**src/hw/rtl/skifb_pkg.sv**
```systemverilog
package skifb_pkg;

    // field and counter widths
    localparam int DIM_W  = 13;
    localparam int CNT_W  = 26;
    localparam int PIX_W  = 8;
    localparam int WORD_W = 4 * PIX_W;
    localparam int QDEPTH = 4;
    localparam int QAW    = 2;

    // register indexes
    localparam logic [0:0] CFG_IDX_WIDTH  = 1'b0;
    localparam logic [0:0] CFG_IDX_HEIGHT = 1'b1;

    // commands
    localparam logic CMD_PIXEL = 1'b0;
    localparam logic CMD_DRAIN = 1'b1;

    // Gaussian weights (normalized weights times 250000), by distance class
    localparam logic [25:0] GW_CTR  = 26'd62279;
    localparam logic [25:0] GW_AX1  = 26'd28514;
    localparam logic [25:0] GW_DG1  = 26'd13054;
    localparam logic [25:0] GW_AX2  = 26'd2736;
    localparam logic [25:0] GW_KN   = 26'd1253;
    localparam logic [25:0] GW_DG2  = 26'd120;
    localparam logic [26:0] GDIV    = 27'd250000;
    localparam logic [12:0] GREC    = 13'd4294;
    localparam logic [15:0] DIV5_M  = 16'd52429;

    typedef struct packed {
        logic [PIX_W-1:0] pix;
        logic             wr;
        logic             emit;
        logic             ok3;
        logic             ok5;
        logic             last;
        logic [DIM_W-1:0] col;
    } t_job;

    function automatic logic [PIX_W-1:0] clamp8(input logic signed [12:0] v);
        logic [PIX_W-1:0] r;
        if (v < 0) begin
            r = '0;
        end else if (v > 13'sd255) begin
            r = 8'd255;
        end else begin
            r = v[7:0];
        end
        return r;
    endfunction

endpackage

```
**src/hw/rtl/skifb_fifo.sv**
```systemverilog
module skifb_fifo (
    input  logic            i_clk,
    input  logic            i_rst_n,
    input  logic            i_push,
    input  skifb_pkg::t_job i_job,
    input  logic            i_pop,
    output logic            o_full,
    output logic            o_valid,
    output skifb_pkg::t_job o_job
);
    skifb_pkg::t_job              r_q [skifb_pkg::QDEPTH];
    logic [skifb_pkg::QAW-1:0]    r_wp;
    logic [skifb_pkg::QAW-1:0]    r_rp;
    logic [skifb_pkg::QAW:0]      r_cnt;
    logic                         do_push;
    logic                         do_pop;

    assign o_full  = (r_cnt == (skifb_pkg::QAW+1)'(skifb_pkg::QDEPTH));
    assign o_valid = (r_cnt != '0);
    assign o_job   = r_q[r_rp];
    assign do_push = i_push && !o_full;
    assign do_pop  = i_pop && o_valid;

    // advance pointers and count
    always_ff @(posedge i_clk) begin
        if (!i_rst_n) begin
            r_wp  <= '0;
            r_rp  <= '0;
            r_cnt <= '0;
        end else begin
            if (do_push) r_wp <= r_wp + 1'b1;
            if (do_pop)  r_rp <= r_rp + 1'b1;
            if (do_push && !do_pop) r_cnt <= r_cnt + 1'b1;
            else if (!do_push && do_pop) r_cnt <= r_cnt - 1'b1;
        end
    end

    // hold queued requests
    always_ff @(posedge i_clk) begin
        if (do_push) r_q[r_wp] <= i_job;
    end
endmodule

```
**config.mk**
```make
export PLATFORM = sky130hd
export DESIGN_NAME = skifb_fifo
export DESIGN_NICKNAME = d
export VERILOG_FILES = /design/src/hw/rtl/skifb_pkg.sv /design/src/hw/rtl/skifb_fifo.sv
export SDC_FILE = /design/constraint.sdc
export NUM_CORES = 1
export LEC_CHECK = 0
export CAP_MARGIN = 20
export CORE_ASPECT_RATIO = 1.5
export CORE_MARGIN = 1.5
export CORE_UTILIZATION = 53
export DETAILED_ROUTE_END_ITERATION = 8
export DONT_BUFFER_PORTS = 1
export HOLD_SLACK_MARGIN = 0.05
export PLACE_DENSITY = 0.71
export SLEW_MARGIN = 0
export SYNTH_ARGS = -nofsm -noshare
export SYNTH_HDL_FRONTEND = slang
export SYNTH_SLANG_ARGS = --single-unit
```
**constraint.sdc**
```tcl
create_clock -name i_clk -period 1.9 [get_ports i_clk]
set_clock_uncertainty 0.1 [all_clocks]
set_input_delay 0.095 -clock i_clk [delete_from_list [all_inputs] [get_ports i_clk]]
set_output_delay 0.095 -clock i_clk [all_outputs]
set_load 0.1 [all_outputs]
```
==> impl_metrics.ini, run 1 <==
[sta]
layout_setup_ws_ns = -0.122
grt_setup_unrepaired = true
period_share = 1.06
relSlewSlack = 0.816
hold_viol = 0
worst_pin_slew_ns = 0.275
setup_viol = 29
fmax_mhz = 495
min_period_ns = 2.02
slew_violations = 0
hold_slack_ns = 0.150

[pwr]
power.static_leakage_nw = 2.14
swShare = 0.373
powerDensity_mw_per_mm2 = 1840
power_frac_comb = 0.450
power_switching_mw = 4.21
ir_worst_vdd_mv = 1.44
intPower_mw = 7.06
pwr-share-seq = 0.287
clkPwrFrac = 0.263

[synth]
synth_top_area_cell = edfxtp_1
avgSynthCellArea_um2 = 23.3
synth_top_cell_area_share = 0.728
syn_inst = 184
syn_nets = 220
ys_seq_area_frac = 0.770
synth_area_mm2 = 0.00429
yosys_register_bits = 113
yosys_warnings = 0
synth_cell_types = 24
netlist_top_cells_area = edfxtp_1 (73%), mux4_2 (12%), dfxtp_1 (4.2%)

[worst_hold_path]
hp-class = input port to register

[cts]
path_clk_slew_ns = 0.05
cts_root_buf = clkbuf_16
cts_tree = done
htreeDepth = 4
numCtsBuffers = 17
clock_latency_ns = 0.40
clock_path_buffers = 2
cts.sinks = 113

[worst_setup_path]
cp_slowest_stage_delay_ns = 0.37
start_kind = register
cpMaxStageDelayCell = fa_2
cp-end-kind = register
path_max_fanout = 3
crit_arrival_ns = 2.25
required_ns = 2.13
crit_chain = o31ai_4 -> ha_4 -> inv_2 -> fa_2 -> xor2_1 -> or3_1 -> a21boi_1
worstSetupPathType = register to register

[routing]
drtPass1Iterations = 4
drc = 0
wl_um = 8920
routedWlPerCell_um = 22.4
drt_first_iter_violations = 153
vias_per_cell = 5.38
vias = 2147
drtAntennaViolNets = 0

[status]
violations = negative setup slack
status = complete, but fails checks

[placed_design]
io_buffers = 0
place_congestion = 0.760
dpl.hpwl_um = 5050
preCtsSetupSlack_ns = -0.223

[floorplanning]
boundaryPins = 58
die_h_um = 113
row_count = 40
dieArea_mm2 = 0.00865
start_util = 0.542
core_mm2 = 0.00791
dieWidth_um = 76.4

[run]
max_cap_viol_count = 0

[global_routing]
track_usage = 0.230
grt_pass1_vias = 2524
globalRoute.totalOverflow = 0
grt_max_degree = 27
antenna_found_initial = 0
grt_pass1_wl_um = 14000

[layout]
area_growth_pct = 43.0
final_common_cell = edfxtp_1
antenna_cells = 0
fill_cells = 431
drive_gt1_frac = 0.405
mostFrequentLayoutCells = edfxtp_1 (104), dlygate4sd3_1 (35), buf_12 (32), mux4_2 (26), clkbuf_16 (18)
nNetsFinal = 317
==> per-layer routing <==
metal  wire length (µm)  vias to the layer above  part of all wire  GRT usage
li1                   -                      960                 -          -
met1               3110                     1099              0.35      0.248
met2               5210                       74              0.58      0.420
met3                369                       14             0.041     0.0726
met4                233                        0             0.026     0.0852
met5                  0                        -                 0          0
==> cell type report <==
cell class	count	area, µm²	area share
inverters	3	11.3	0.00184
multi-input cells	60	918	0.150
repair buffers	86	1190	0.195
flip-flops and latches	113	3310	0.541
clock inverters	7	83.8	0.0137
well taps	105	131	0.0214
clock buffers	25	475	0.0776
==> final timing paths <==
kind / from / slack [ns] / depth (start not counted) / to
worst max-delay path: r_cnt[2] / -0.12 / 7 / r_cnt[2]
worst min-delay path: i_push / 0.15 / 4 / r_cnt[2]
worst max register to register: r_cnt[2] / -0.12 / 7 / r_cnt[2]
worst min register to register: r_cnt[2] / 0.57 / 3 / r_cnt[2]
==> per-stage QoR <==
step | util | cells | cell area (µm²) | setup TNS, ns | total power, mW
finish | 0.775 | 399 | 6130 | -1.75 | 11.3
global route | 0.775 | 399 | 6130 | -2.76 | 11.5
CTS | 0.771 | 398 | 6100 | -1.67 | 11.2
detailed placement | 0.646 | 327 | 5100 | -0.223 | 7.92
global placement | 0.646 | 327 | 5100 | -0.0968 | 7.80
floorplan | - | 184 | 4320 | -40.86 | 6.35
==> synth_stat cells (all sizes together) <==
cell	count
mux4	26
buf	6
o31ai	1
o21ai	1
and2	8
or3	2
inv	3
dfxtp	9
clkbuf	2
edfxtp	104
nand2	4
nor2b	2
fa	1
xor2	1
a21boi	1
xnor2	3
nor3b	1
ha	5
mux2i	3
o311ai	1
==> power groups by stage <==
stage,clock (mW),sequential [mW],combinational [mW]
floorplan,0,3.18,3.17
global placement,0,3.17,4.63
detailed placement,0,3.21,4.71
CTS,3.00,3.22,5.04
global route,3.08,3.25,5.22
finish,2.96,3.23,5.07
==> repair_timing <==
action,CTS,global route
cloned,2,1
buffers inserted,2,0
hold endpoints to repair,113,1
pin swaps,1,0
resized for setup,13,2
hold buffers,35,1
endpoints found under the setup margin,27,30
==> kinds of logic after synthesis <==
group           count (synthesis)  synth area share
simple gates                   17            0.0239
flops                         113             0.770
mux                            29             0.147
buf+inv                        11            0.0216
compound gates                  4           0.00963
fa+ha+maj                       6            0.0193
xor+xnor                        4           0.00817
==> state kept, by name, summed over array words and instances, names as in the netlist, named ones only <==
name	count
r_rp	2
r_cnt	3
r_wp	2
r_q	104
==> critical path: cells and delay by family (launching register included) <==
family	cells	cell delay, ns
AOI/OAI and AO/OA	2	0.44
xor gates and xnor gates	1	0.15
adders and majority gates	2	0.56
buffers and inverters	1	0.04
DFF	1	0.34
and+or+nand+nor	1	0.31
Power figures use the tool's default switching activity.
==> run 2, diff against run 1 <==
- CORE_UTILIZATION: 53 -> 55
- CTS_CLUSTER_SIZE: not set -> 14
- PLACE_DENSITY: 0.71 -> 0.7
- clock period: 1.9 -> 2.5 ns (I/O delays scaled with it)
==> impl_metrics.ini, run 2 (synthesis gave the netlist of run 1 again) <==
[routing]
vias = 2087
wl_um = 7760
drt_first_iter_violations = 104
drc = 0
vias_per_cell = 5.42
routedWlPerCell_um = 20.2
drtAntennaViolNets = 0
drtPass1Iterations = 4

[global_routing]
grt_pass1_vias = 2356
track_usage = 0.215
grt_pass1_wl_um = 12000
globalRoute.totalOverflow = 0
antenna_found_initial = 0
grt_max_degree = 18

[floorplanning]
row_count = 39
start_util = 0.567
die_h_um = 111
boundaryPins = 58
dieWidth_um = 75.1
core_mm2 = 0.00756
dieArea_mm2 = 0.00835

[sta]
hold_viol = 0
min_period_ns = 2.16
setup_viol = 0
layout_setup_ws_ns = 0.339
grt_setup_unrepaired = false
setup_tns_ns = 0
worst_pin_slew_ns = 0.921
fmax_mhz = 463
relSlewSlack = 0.387
slew_violations = 0
period_share = 0.864

[cts]
cts_root_buf = clkbuf_16
clock_path_buffers = 2
post-cts-setup-buffer-count = 0
htreeDepth = 4
cts_tree = done
clock_latency_ns = 0.41
path_clk_slew_ns = 0.05
cts_resized = 0
numCtsBuffers = 17
cts.sinks = 113
cts-hold-fix-buffers = 29

[pwr]
powerDensity_mw_per_mm2 = 1380
clkPwrFrac = 0.311
total_power_mw = 7.73
pwr-share-seq = 0.313
swShare = 0.386
power_frac_comb = 0.376
power.static_leakage_nw = 1.95
intPower_mw = 4.74
power_switching_mw = 2.98
ir_worst_vdd_mv = 1.04

[placed_design]
dpl.hpwl_um = 4780
preCtsSetupSlack_ns = 0.359
dp_cells = 324
place_congestion = 0.744
placed_area_mm2 = 0.00471
io_buffers = 0

[layout]
nNetsFinal = 306
final_area_mm2 = 0.00560
multiInputGateArea_um2 = 913
drive_gt1_frac = 0.371
final_common_cell = edfxtp_1
antenna_cells = 0
area_growth_pct = 30.6
reg.largest.list = r_q (104), r_cnt (3)
fill_cells = 442
seq_area_mm2 = 0.00331
stdcell_count = 385
regMostFlops = r_q
largest_reg_flops = 104
mostFrequentLayoutCells = edfxtp_1 (104), buf_4 (46), dlygate4sd3_1 (29), mux4_2 (22), clkbuf_16 (17)

[worst_setup_path]
crit_chain = buf_4 -> mux4_1 -> buf_4
start_kind = register
cpMostUsedCell = buf_4
worstSetupPathType = register to output pin
cpMaxStageDelayCell = mux4_1
path_max_fanout = 17
cp_top_family = multiplexers
cp-end-kind = output pin
cp_num_buf_inv = 2
crit_arrival_ns = 1.94
required_ns = 2.28
cp_slowest_stage_delay_ns = 0.62

[run]
max_cap_viol_count = 0

[worst_hold_path]
hp-class = input port to register

[status]
status = finished, final reports clean
[run 2: cell types whose count changed in the layout (fill, tap and decap cells not counted), sizes merged]
cell / change
clkbuf: -8
bufinv: +2
dlygate4sd3: -6
clkinv: +3
clkinvlp: +2
buf: -4
[run 2: cell type report]
cell class,count,share of cell area
tap,102,0.0228
timing repair buffer,75,0.114
clock inverter,14,0.0304
sequential,113,0.591
clock buffer,18,0.0767
inverter,3,0.00201
multi-input combinational,60,0.163
[run 2: final timing paths]
kind	endpoint	depth (start not counted)	slack [ns]	start
setup / recovery	o_job[22]	3	0.34	register
hold reg to reg	r_wp[1]	2	0.41	r_wp[1]
hold / removal	r_wp[1]	3	0.1	i_push
setup reg to reg	r_cnt[2]	8	0.35	r_cnt[1]
[run 2: metrics by stage]
step | hold slack, ns | util
after global routing | 0.103 | 0.740
after floorplan | 0.124 | -
after detailed placement | 0.124 | 0.622
after CTS | 0.0862 | 0.740
final | 0.0964 | 0.740
after global placement | 0.124 | 0.622
[run 2: layer usage]
metal  vias up  routed length [µm]  track usage
met5         -                   0            0
met4         0                  97        0.101
met3         7                 401       0.0818
met2        78                4480        0.368
met1      1074                2780        0.224
li1        928                   -            -
[run 2: tightest hold or removal path, stage by stage]
cell and delay, ns:
nor2b_1 0.15, buf_4 0.17, mux2i_1 0.11
[run 2: power by group through the flow]
stage	Combinational (mW)	Clock, mW	Sequential (mW)
floorplan	2.41	0	2.42
global placement	2.81	0	2.42
detailed placement	2.85	0	2.45
CTS	2.93	2.44	2.42
global route	3.02	2.53	2.43
finish	2.90	2.41	2.41
