File: config.mk
export PLATFORM = sky130hd
export DESIGN_NAME = skifb_front_flat
export DESIGN_NICKNAME = d
export VERILOG_FILES = /design/src/hw/rtl/skifb_pkg.sv /design/src/hw/rtl/skifb_if.sv /design/src/hw/rtl/skifb_front.sv /design/src/flat_wrapper.sv
export SDC_FILE = /design/constraint.sdc
export NUM_CORES = 1
export LEC_CHECK = 0
export ABC_AREA = 1
export ABC_CLOCK_PERIOD_IN_PS = 5200
export BUFFER_PORTS_ARGS = -buffer_cell sky130_fd_sc_hd__buf_2
export CORE_MARGIN = 2
export CORE_UTILIZATION = 35
export DETAILED_ROUTE_END_ITERATION = 6
export SYNTH_ARGS = -nofsm -noshare
export SYNTH_HDL_FRONTEND = slang
export SYNTH_SLANG_ARGS = --single-unit
File: constraint.sdc
create_clock -name i_clk -period 5.2 [get_ports i_clk]
set_clock_uncertainty 0.2 [all_clocks]
set_input_delay 1.04 -clock i_clk [delete_from_list [all_inputs] [get_ports i_clk]]
set_output_delay 1.04 -clock i_clk [all_outputs]
set_load 0.03 [all_outputs]
File: src/hw/rtl/skifb_pkg.sv
package skifb_pkg;

    // field and counter widths
    localparam int DIM_W  = 13;
    localparam int CNT_W  = 26;
    localparam int PIX_W  = 8;
    localparam int WORD_W = 4 * PIX_W;
    localparam int QDEPTH = 4;
    localparam int QAW    = 2;

    // register indexes
    localparam logic [0:0] CFG_IDX_WIDTH  = 1'b0;
    localparam logic [0:0] CFG_IDX_HEIGHT = 1'b1;

    // commands
    localparam logic CMD_PIXEL = 1'b0;
    localparam logic CMD_DRAIN = 1'b1;

    // Gaussian weights (normalized weights times 250000), by distance class
    localparam logic [25:0] GW_CTR  = 26'd62279;
    localparam logic [25:0] GW_AX1  = 26'd28514;
    localparam logic [25:0] GW_DG1  = 26'd13054;
    localparam logic [25:0] GW_AX2  = 26'd2736;
    localparam logic [25:0] GW_KN   = 26'd1253;
    localparam logic [25:0] GW_DG2  = 26'd120;
    localparam logic [26:0] GDIV    = 27'd250000;
    localparam logic [12:0] GREC    = 13'd4294;
    localparam logic [15:0] DIV5_M  = 16'd52429;

    typedef struct packed {
        logic [PIX_W-1:0] pix;
        logic             wr;
        logic             emit;
        logic             ok3;
        logic             ok5;
        logic             last;
        logic [DIM_W-1:0] col;
    } t_job;

    function automatic logic [PIX_W-1:0] clamp8(input logic signed [12:0] v);
        logic [PIX_W-1:0] r;
        if (v < 0) begin
            r = '0;
        end else if (v > 13'sd255) begin
            r = 8'd255;
        end else begin
            r = v[7:0];
        end
        return r;
    endfunction

endpackage

File: src/hw/rtl/skifb_if.sv
interface skifb_in_if;
    logic       valid;
    logic       ready;
    logic       command;
    logic [7:0] pixel_value;
    modport source(output valid, command, pixel_value, input ready);
    modport sink(input valid, command, pixel_value, output ready);
endinterface


File: src/hw/rtl/skifb_front.sv
module skifb_front #(
    parameter int MAX_WIDTH  = 4096,
    parameter int MAX_HEIGHT = 4096
) (
    input  logic                          i_clk,
    input  logic                          i_rst_n,
    skifb_in_if.sink                      i_in,
    input  logic                          i_cfg_we,
    input  logic [0:0]                    i_cfg_idx,
    input  logic [skifb_pkg::DIM_W-1:0]   i_cfg_data,
    input  logic                          i_q_full,
    output logic                          o_push,
    output skifb_pkg::t_job               o_job
);
    localparam int RST_WI = (512 > MAX_WIDTH) ? MAX_WIDTH : 512;
    localparam int RST_HI = (512 > MAX_HEIGHT) ? MAX_HEIGHT : 512;
    localparam logic [skifb_pkg::DIM_W-1:0] RST_W = skifb_pkg::DIM_W'(RST_WI);
    localparam logic [skifb_pkg::DIM_W-1:0] RST_H = skifb_pkg::DIM_W'(RST_HI);
    localparam logic [skifb_pkg::CNT_W-1:0] RST_T = skifb_pkg::CNT_W'(RST_WI * RST_HI);
    localparam logic [skifb_pkg::CNT_W-1:0] RST_L = skifb_pkg::CNT_W'(2 * RST_WI + 2);

    logic [skifb_pkg::DIM_W-1:0] r_w, r_h;
    logic [skifb_pkg::CNT_W-1:0] r_total, r_lag;
    logic                        r_cfg_busy;
    logic [skifb_pkg::CNT_W-1:0] r_n_in, r_n_out, r_pend;
    logic [skifb_pkg::DIM_W-1:0] r_or, r_oc, r_sc;

    logic                        fire, pix_cmd, in_done, pix_ok, emit, last, push;
    logic                        ok3, ok5;
    logic [skifb_pkg::CNT_W-1:0] n_pend;
    logic [skifb_pkg::DIM_W:0]   or_x, oc_x, h_x, w_x;

    function automatic logic [skifb_pkg::DIM_W-1:0] sat_dim(
        input logic [skifb_pkg::DIM_W-1:0] v, input int maxv);
        logic [skifb_pkg::DIM_W-1:0] r;
        if (v == '0) begin
            r = skifb_pkg::DIM_W'(1);
        end else if (int'(v) > maxv) begin
            r = skifb_pkg::DIM_W'(maxv);
        end else begin
            r = v;
        end
        return r;
    endfunction

    assign i_in.ready = !i_q_full && !r_cfg_busy;
    assign fire       = i_in.valid && i_in.ready;

    // classify the request
    always_comb begin
        pix_cmd = (i_in.command == skifb_pkg::CMD_PIXEL);
        in_done = (r_n_in == r_total);
        pix_ok  = pix_cmd && !in_done;
        if (pix_cmd) begin
            emit = pix_ok && ((r_pend + 1'b1) > r_lag);
        end else begin
            emit = in_done && (r_pend != '0);
        end
        last   = ((r_n_out + 1'b1) == r_total);
        push   = fire && (pix_ok || emit);
        n_pend = r_pend + skifb_pkg::CNT_W'(pix_ok) - skifb_pkg::CNT_W'(emit);
        or_x   = {1'b0, r_or};
        oc_x   = {1'b0, r_oc};
        h_x    = {1'b0, r_h};
        w_x    = {1'b0, r_w};
        ok3    = (r_or >= 1) && (or_x + 2'd2 <= h_x) && (r_oc >= 1) && (oc_x + 2'd2 <= w_x);
        ok5    = (r_or >= 2) && (or_x + 2'd3 <= h_x) && (r_oc >= 2) && (oc_x + 2'd3 <= w_x);
    end

    assign o_push       = push;
    assign o_job.pix    = pix_cmd ? i_in.pixel_value : '0;
    assign o_job.wr     = pix_ok;
    assign o_job.emit   = emit;
    assign o_job.ok3    = ok3;
    assign o_job.ok5    = ok5;
    assign o_job.last   = last;
    assign o_job.col    = r_sc;

    // track frame geometry
    always_ff @(posedge i_clk) begin
        if (!i_rst_n) begin
            r_w        <= RST_W;
            r_h        <= RST_H;
            r_total    <= RST_T;
            r_lag      <= RST_L;
            r_cfg_busy <= 1'b0;
        end else begin
            r_total    <= skifb_pkg::CNT_W'(r_w) * skifb_pkg::CNT_W'(r_h);
            r_lag      <= skifb_pkg::CNT_W'({r_w, 1'b0}) + 2'd2;
            r_cfg_busy <= i_cfg_we;
            if (i_cfg_we) begin
                if (i_cfg_idx == skifb_pkg::CFG_IDX_WIDTH) r_w <= sat_dim(i_cfg_data, MAX_WIDTH);
                else r_h <= sat_dim(i_cfg_data, MAX_HEIGHT);
            end
        end
    end

    // advance raster counters
    always_ff @(posedge i_clk) begin
        if (!i_rst_n || i_cfg_we || (fire && emit && last)) begin
            r_n_in  <= '0;
            r_n_out <= '0;
            r_pend  <= '0;
            r_or    <= '0;
            r_oc    <= '0;
            r_sc    <= '0;
        end else if (fire) begin
            if (pix_ok) r_n_in <= r_n_in + 1'b1;
            r_pend <= n_pend;
            if (emit) begin
                r_n_out <= r_n_out + 1'b1;
                if (r_oc + 1'b1 == r_w) begin
                    r_oc <= '0;
                    r_or <= r_or + 1'b1;
                end else begin
                    r_oc <= r_oc + 1'b1;
                end
            end
            if (push) begin
                r_sc <= (r_sc + 1'b1 == r_w) ? '0 : r_sc + 1'b1;
            end
        end
    end
endmodule

File: src/flat_wrapper.sv
// flat-port wrapper written by rule: the top's interface ports become plain ports
module skifb_front_flat 
#(
    parameter int MAX_WIDTH  = 4096,
    parameter int MAX_HEIGHT = 4096
)
  (i_clk, i_rst_n, i_cfg_we, i_cfg_idx, i_cfg_data, i_q_full, o_push, o_job, i_in_valid, i_in_command, i_in_pixel_value, i_in_ready);
  skifb_in_if i_in_i ();
  input  logic i_clk;
  input  logic i_rst_n;
  input  logic i_cfg_we;
  input  logic [0:0] i_cfg_idx;
  input  logic [skifb_pkg::DIM_W-1:0] i_cfg_data;
  input  logic i_q_full;
  output logic o_push;
  output skifb_pkg::t_job o_job;
  input wire logic [$bits(i_in_i.valid)-1:0] i_in_valid;
  input wire logic [$bits(i_in_i.command)-1:0] i_in_command;
  input wire logic [$bits(i_in_i.pixel_value)-1:0] i_in_pixel_value;
  output wire logic [$bits(i_in_i.ready)-1:0] i_in_ready;
  assign i_in_i.valid = i_in_valid;
  assign i_in_i.command = i_in_command;
  assign i_in_i.pixel_value = i_in_pixel_value;
  assign i_in_ready = i_in_i.ready;
  skifb_front #(.MAX_WIDTH(MAX_WIDTH), .MAX_HEIGHT(MAX_HEIGHT)) u_core (.i_clk(i_clk), .i_rst_n(i_rst_n), .i_in(i_in_i), .i_cfg_we(i_cfg_we), .i_cfg_idx(i_cfg_idx), .i_cfg_data(i_cfg_data), .i_q_full(i_q_full), .o_push(o_push), .o_job(o_job));
endmodule
==> insert_results.sql <==
INSERT INTO impl_metrics (metric_group, metric, value, unit) VALUES
('worst_setup_path', 'endpoint_required_time_on_the_critical_path', '5400', 'ps'),
('cells_and_area', 'utilization', '0.396', ''),
('clock_tree', 'cts.htree.levels', '4', ''),
('global_routing', 'groute.usage.overall', '0.207', ''),
('logic_synthesis', 'yosys-mux-area-fraction', '0', ''),
('worst_setup_path', 'cp_cell_sequence', 'buf_4 > nand2_1 > fa_1 > inv_1 > fa_1 > fa_1 > fa_1 > fa_1 > ha_1 > a21oi_2 > nor2_1 > a211oi_2 > nor3_1 > nor3_1 > nand3_1 > o21ai_1 > a21oi_1', ''),
('placement', 'finalWeightedCongestion', '0.915', ''),
('timing', 'slew_headroom', '0.265', ''),
('clock_tree', 'clock_sink_count', '184', ''),
('worst_setup_path', 'cp-startpoint', 'u_core.r_w[5]', ''),
('global_routing', 'first_pass_grt_wire_length', '103000', 'um'),
('global_routing', 'vias_in_the_first_global_route', '19400', ''),
('worst_setup_path', 'critPathLaunchType', 'register', ''),
('timing', 'rsz0062_at_grt', 'true', ''),
('worst_setup_path', 'worst_r2r_path_depth', '17', ''),
('run_status', 'outcome', 'complete, but fails checks', ''),
('cells_and_area', 'final_cell_mix', 'nand2_1, inv_1, nor2_1', ''),
('global_routing', 'grt_start_max_net_pins', '64', ''),
('clock_tree', 'clock_tree.buffer_depth', '2', ''),
('logic_synthesis', 'share_of_yosys_cell_area_claimed_by_the_top_area_cell_type', '0.176', ''),
('worst_setup_path', 'timing.rr.end', 'u_core.r_total[24]', ''),
('die', 'io_pins', '56', ''),
('die', 'floorplan.initialDensity', '0.354', ''),
('placement', 'count_of_buffers_from_port_buffering', '55', ''),
('power_and_ir_drop', 'cellLeakagePower', '11.7', 'nW'),
('logic_synthesis', 'synth.area.top_cells', 'dfxtp_1, nand2_1, ha_1, fa_1, inv_1', ''),
('run', 'maxCapViolCount', '0', ''),
('worst_setup_path', 'critical_path_buf_inv_count', '2', ''),
('timing', 'tightestPinTransition', '1100', 'ps'),
('worst_setup_path', 'setup.worst_path.class', 'reg2reg', ''),
('cells_and_area', 'layout-drive-gt1-share', '0.0854', ''),
('cells_and_area', 'nNetsFinal', '3621', ''),
('run_status', 'violations', 'DRC', ''),
('logic_synthesis', 'post-synth-top-area-cell', 'dfxtp_1', ''),
('detailed_routing', 'mean_routed_wirelength_per_cell', '15.8', 'um'),
('logic_synthesis', 'post_synth_num_cell_types', '46', ''),
('timing', 'setup_slack', '248', 'ps'),
('detailed_routing', 'drt-pass1-iter-count', '7', ''),
('worst_setup_path', 'critical_path.endpoint_type', 'register', ''),
('timing', 'finalCriticalPeriod', '4950', 'ps'),
('global_routing', 'use_met1', '0.277', ''),
('worst_setup_path', 'setup.worst_path.end', 'u_core.r_total[24]', ''),
('timing', 'whs', '278', 'ps'),
('power_and_ir_drop', 'design_power_total', '4.79', 'mW'),
('clock_tree', 'clk_pin_slew', '80', 'ps'),
('global_routing', 'global_route.overflow_total', '0', ''),
('timing', 'max_freq', '0.202', 'GHz'),
('die', 'placement_rows', '89', ''),
('timing', 'min_period_over_period', '0.952', ''),
('timing', 'report.final.hold_viol_count', '0', ''),
('worst_setup_path', 'critPathSlowestCell', 'fa_1', ''),
('logic_synthesis', 'syn_area_per_cell', '6.60', 'um^2'),
('placement', 'dpl.hpwl', '51200', 'um'),
('worst_setup_path', 'r2r_setup_slack', '250', 'ps'),
('cells_and_area', 'num-fill-cells', '6380', ''),
('global_routing', 'globalRouteMet2Util', '0.351', ''),
('logic_synthesis', 'largest_family_of_logic_cells_by_synthesized_area', 'simple AND/OR/NAND/NOR gates', ''),
('detailed_routing', 'totalWireLength', '63700', 'um'),
('global_routing', 'use_met3', '0.0249', ''),
('clock_tree', 'cts_inserted_buffers', '17', ''),
('global_routing', 'grt_busiest_layer', 'met2', ''),
('logic_synthesis', 'synth.ff_latch_count', '184', ''),
('logic_synthesis', 'yosys_warnings', '0', ''),
('logic_synthesis', 'synthAdderAreaFrac', '0.247', ''),
('logic_synthesis', 'synthArstFlopShare', '0', ''),
('logic_synthesis', 'synthSimpleGateAreaFrac', '0.300', ''),
('detailed_routing', 'detail_route.vias_per_cell', '4.97', ''),
('detailed_routing', 'detailedRoute.firstIterationViolations', '1295', ''),
('logic_synthesis', 'synth-edff-count', '0', ''),
('detailed_routing', 'drc_markers', '4', ''),
('clock_tree', 'cts_tree', 'yes', '');
[metrics by stage]
step | instances | TNS, ps | cell area [um^2]
global route | 4039 | -38.1 | 23400
finish | 4039 | 0 | 23400
global placement | 3999 | -1.94 | 22500
CTS | 4031 | 0 | 23100
floorplan | 3176 | 0 | 21000
detailed placement | 3999 | -58.0 | 22500
[power breakdown]
part | switching, mW | internal [mW]
clock | 0.708 | 0.639
combinational | 1.18 | 0.680
sequential | 0.106 | 1.47
[flip-flops by register name (all words and copies together) (netlist names)]
| register | cells |
|---|---|
| u_core.r_cfg_busy | 1 |
| u_core.r_n_in | 26 |
| u_core.r_h | 13 |
| u_core.r_lag | 14 |
| u_core.r_n_out | 26 |
| u_core.r_total | 26 |
| u_core.r_or | 13 |
| u_core.r_sc | 13 |
| u_core.r_w | 13 |
| u_core.r_pend | 26 |
| u_core.r_oc | 13 |
[cell type report]
| type | count | area (um^2) | area share |
|---|---|---|---|
| clock buffers | 17 | 425 | 0.0182 |
| flip-flops and latches | 184 | 3730 | 0.160 |
| well taps | 773 | 967 | 0.0413 |
| repair buffers | 169 | 1190 | 0.0509 |
| multi-input cells | 2355 | 14900 | 0.639 |
| inverters | 526 | 1970 | 0.0844 |
| clock inverters | 15 | 160 | 0.00684 |
[worst min path at each step]
stage	from	to	depth (start not counted)
floorplan	u_core.r_n_out[25]	u_core.r_n_out[25]	2
global placement	u_core.r_n_out[25]	u_core.r_n_out[25]	2
detailed placement	u_core.r_n_out[25]	u_core.r_n_out[25]	2
CTS	u_core.r_n_out[25]	u_core.r_n_out[25]	2
global route	u_core.r_n_out[25]	u_core.r_n_out[25]	2
finish	u_core.r_n_out[25]	u_core.r_n_out[25]	2
[kinds of logic after synthesis]
logic type,count (synthesis)
compound gates,395
xor+xnor,135
flops,184
buf+inv,637
simple gates,1485
fa+ha+maj,340
[metal layers]
layer / wire length (um) / up-vias
li1: - / 10200
met1: 29700 / 9309
met2: 29900 / 464
met3: 2820 / 70
met4: 1290 / 0
met5: 0 / -
[tightest hold or removal path: cells and delay by family, from the launching register on]
family | cells | cell delay, ps
simple gates | 1 | 60
compound gates | 1 | 50
flops | 1 | 320
[cell usage after synthesis, types with 3 or more instances]
master / instances
a21o_1: 7
clkinv_1: 5
a211oi_1: 5
buf_4: 7
o21a_1: 6
a21oi_1: 236
clkbuf_1: 71
xnor3_1: 4
buf_2: 19
inv_2: 3
nand4_1: 85
a31oi_1: 7
xor2_1: 113
nand3_1: 210
o21bai_1: 9
or2_2: 8
xnor2_1: 17
inv_1: 518
nand2_1: 810
nor2_2: 4
nor4_1: 12
buf_1: 9
dfxtp_1: 184
nand2_2: 5
fa_1: 122
nor3_1: 51
o21ai_1: 5
o211ai_1: 3
nor2_4: 6
o21ai_0: 108
ha_1: 218
nand3b_1: 9
nor2_1: 279
buf_6: 4
[what timing repair did]
item,4_1_cts,5_1_grt
endpoints found under the setup margin,5,27
hold endpoints to repair,0,0
pin swaps,0,19
gates resized for setup,6,68
cloned,0,0
setup buffers,0,8
hold buffers,0,0
Power figures use the tool's default switching activity.
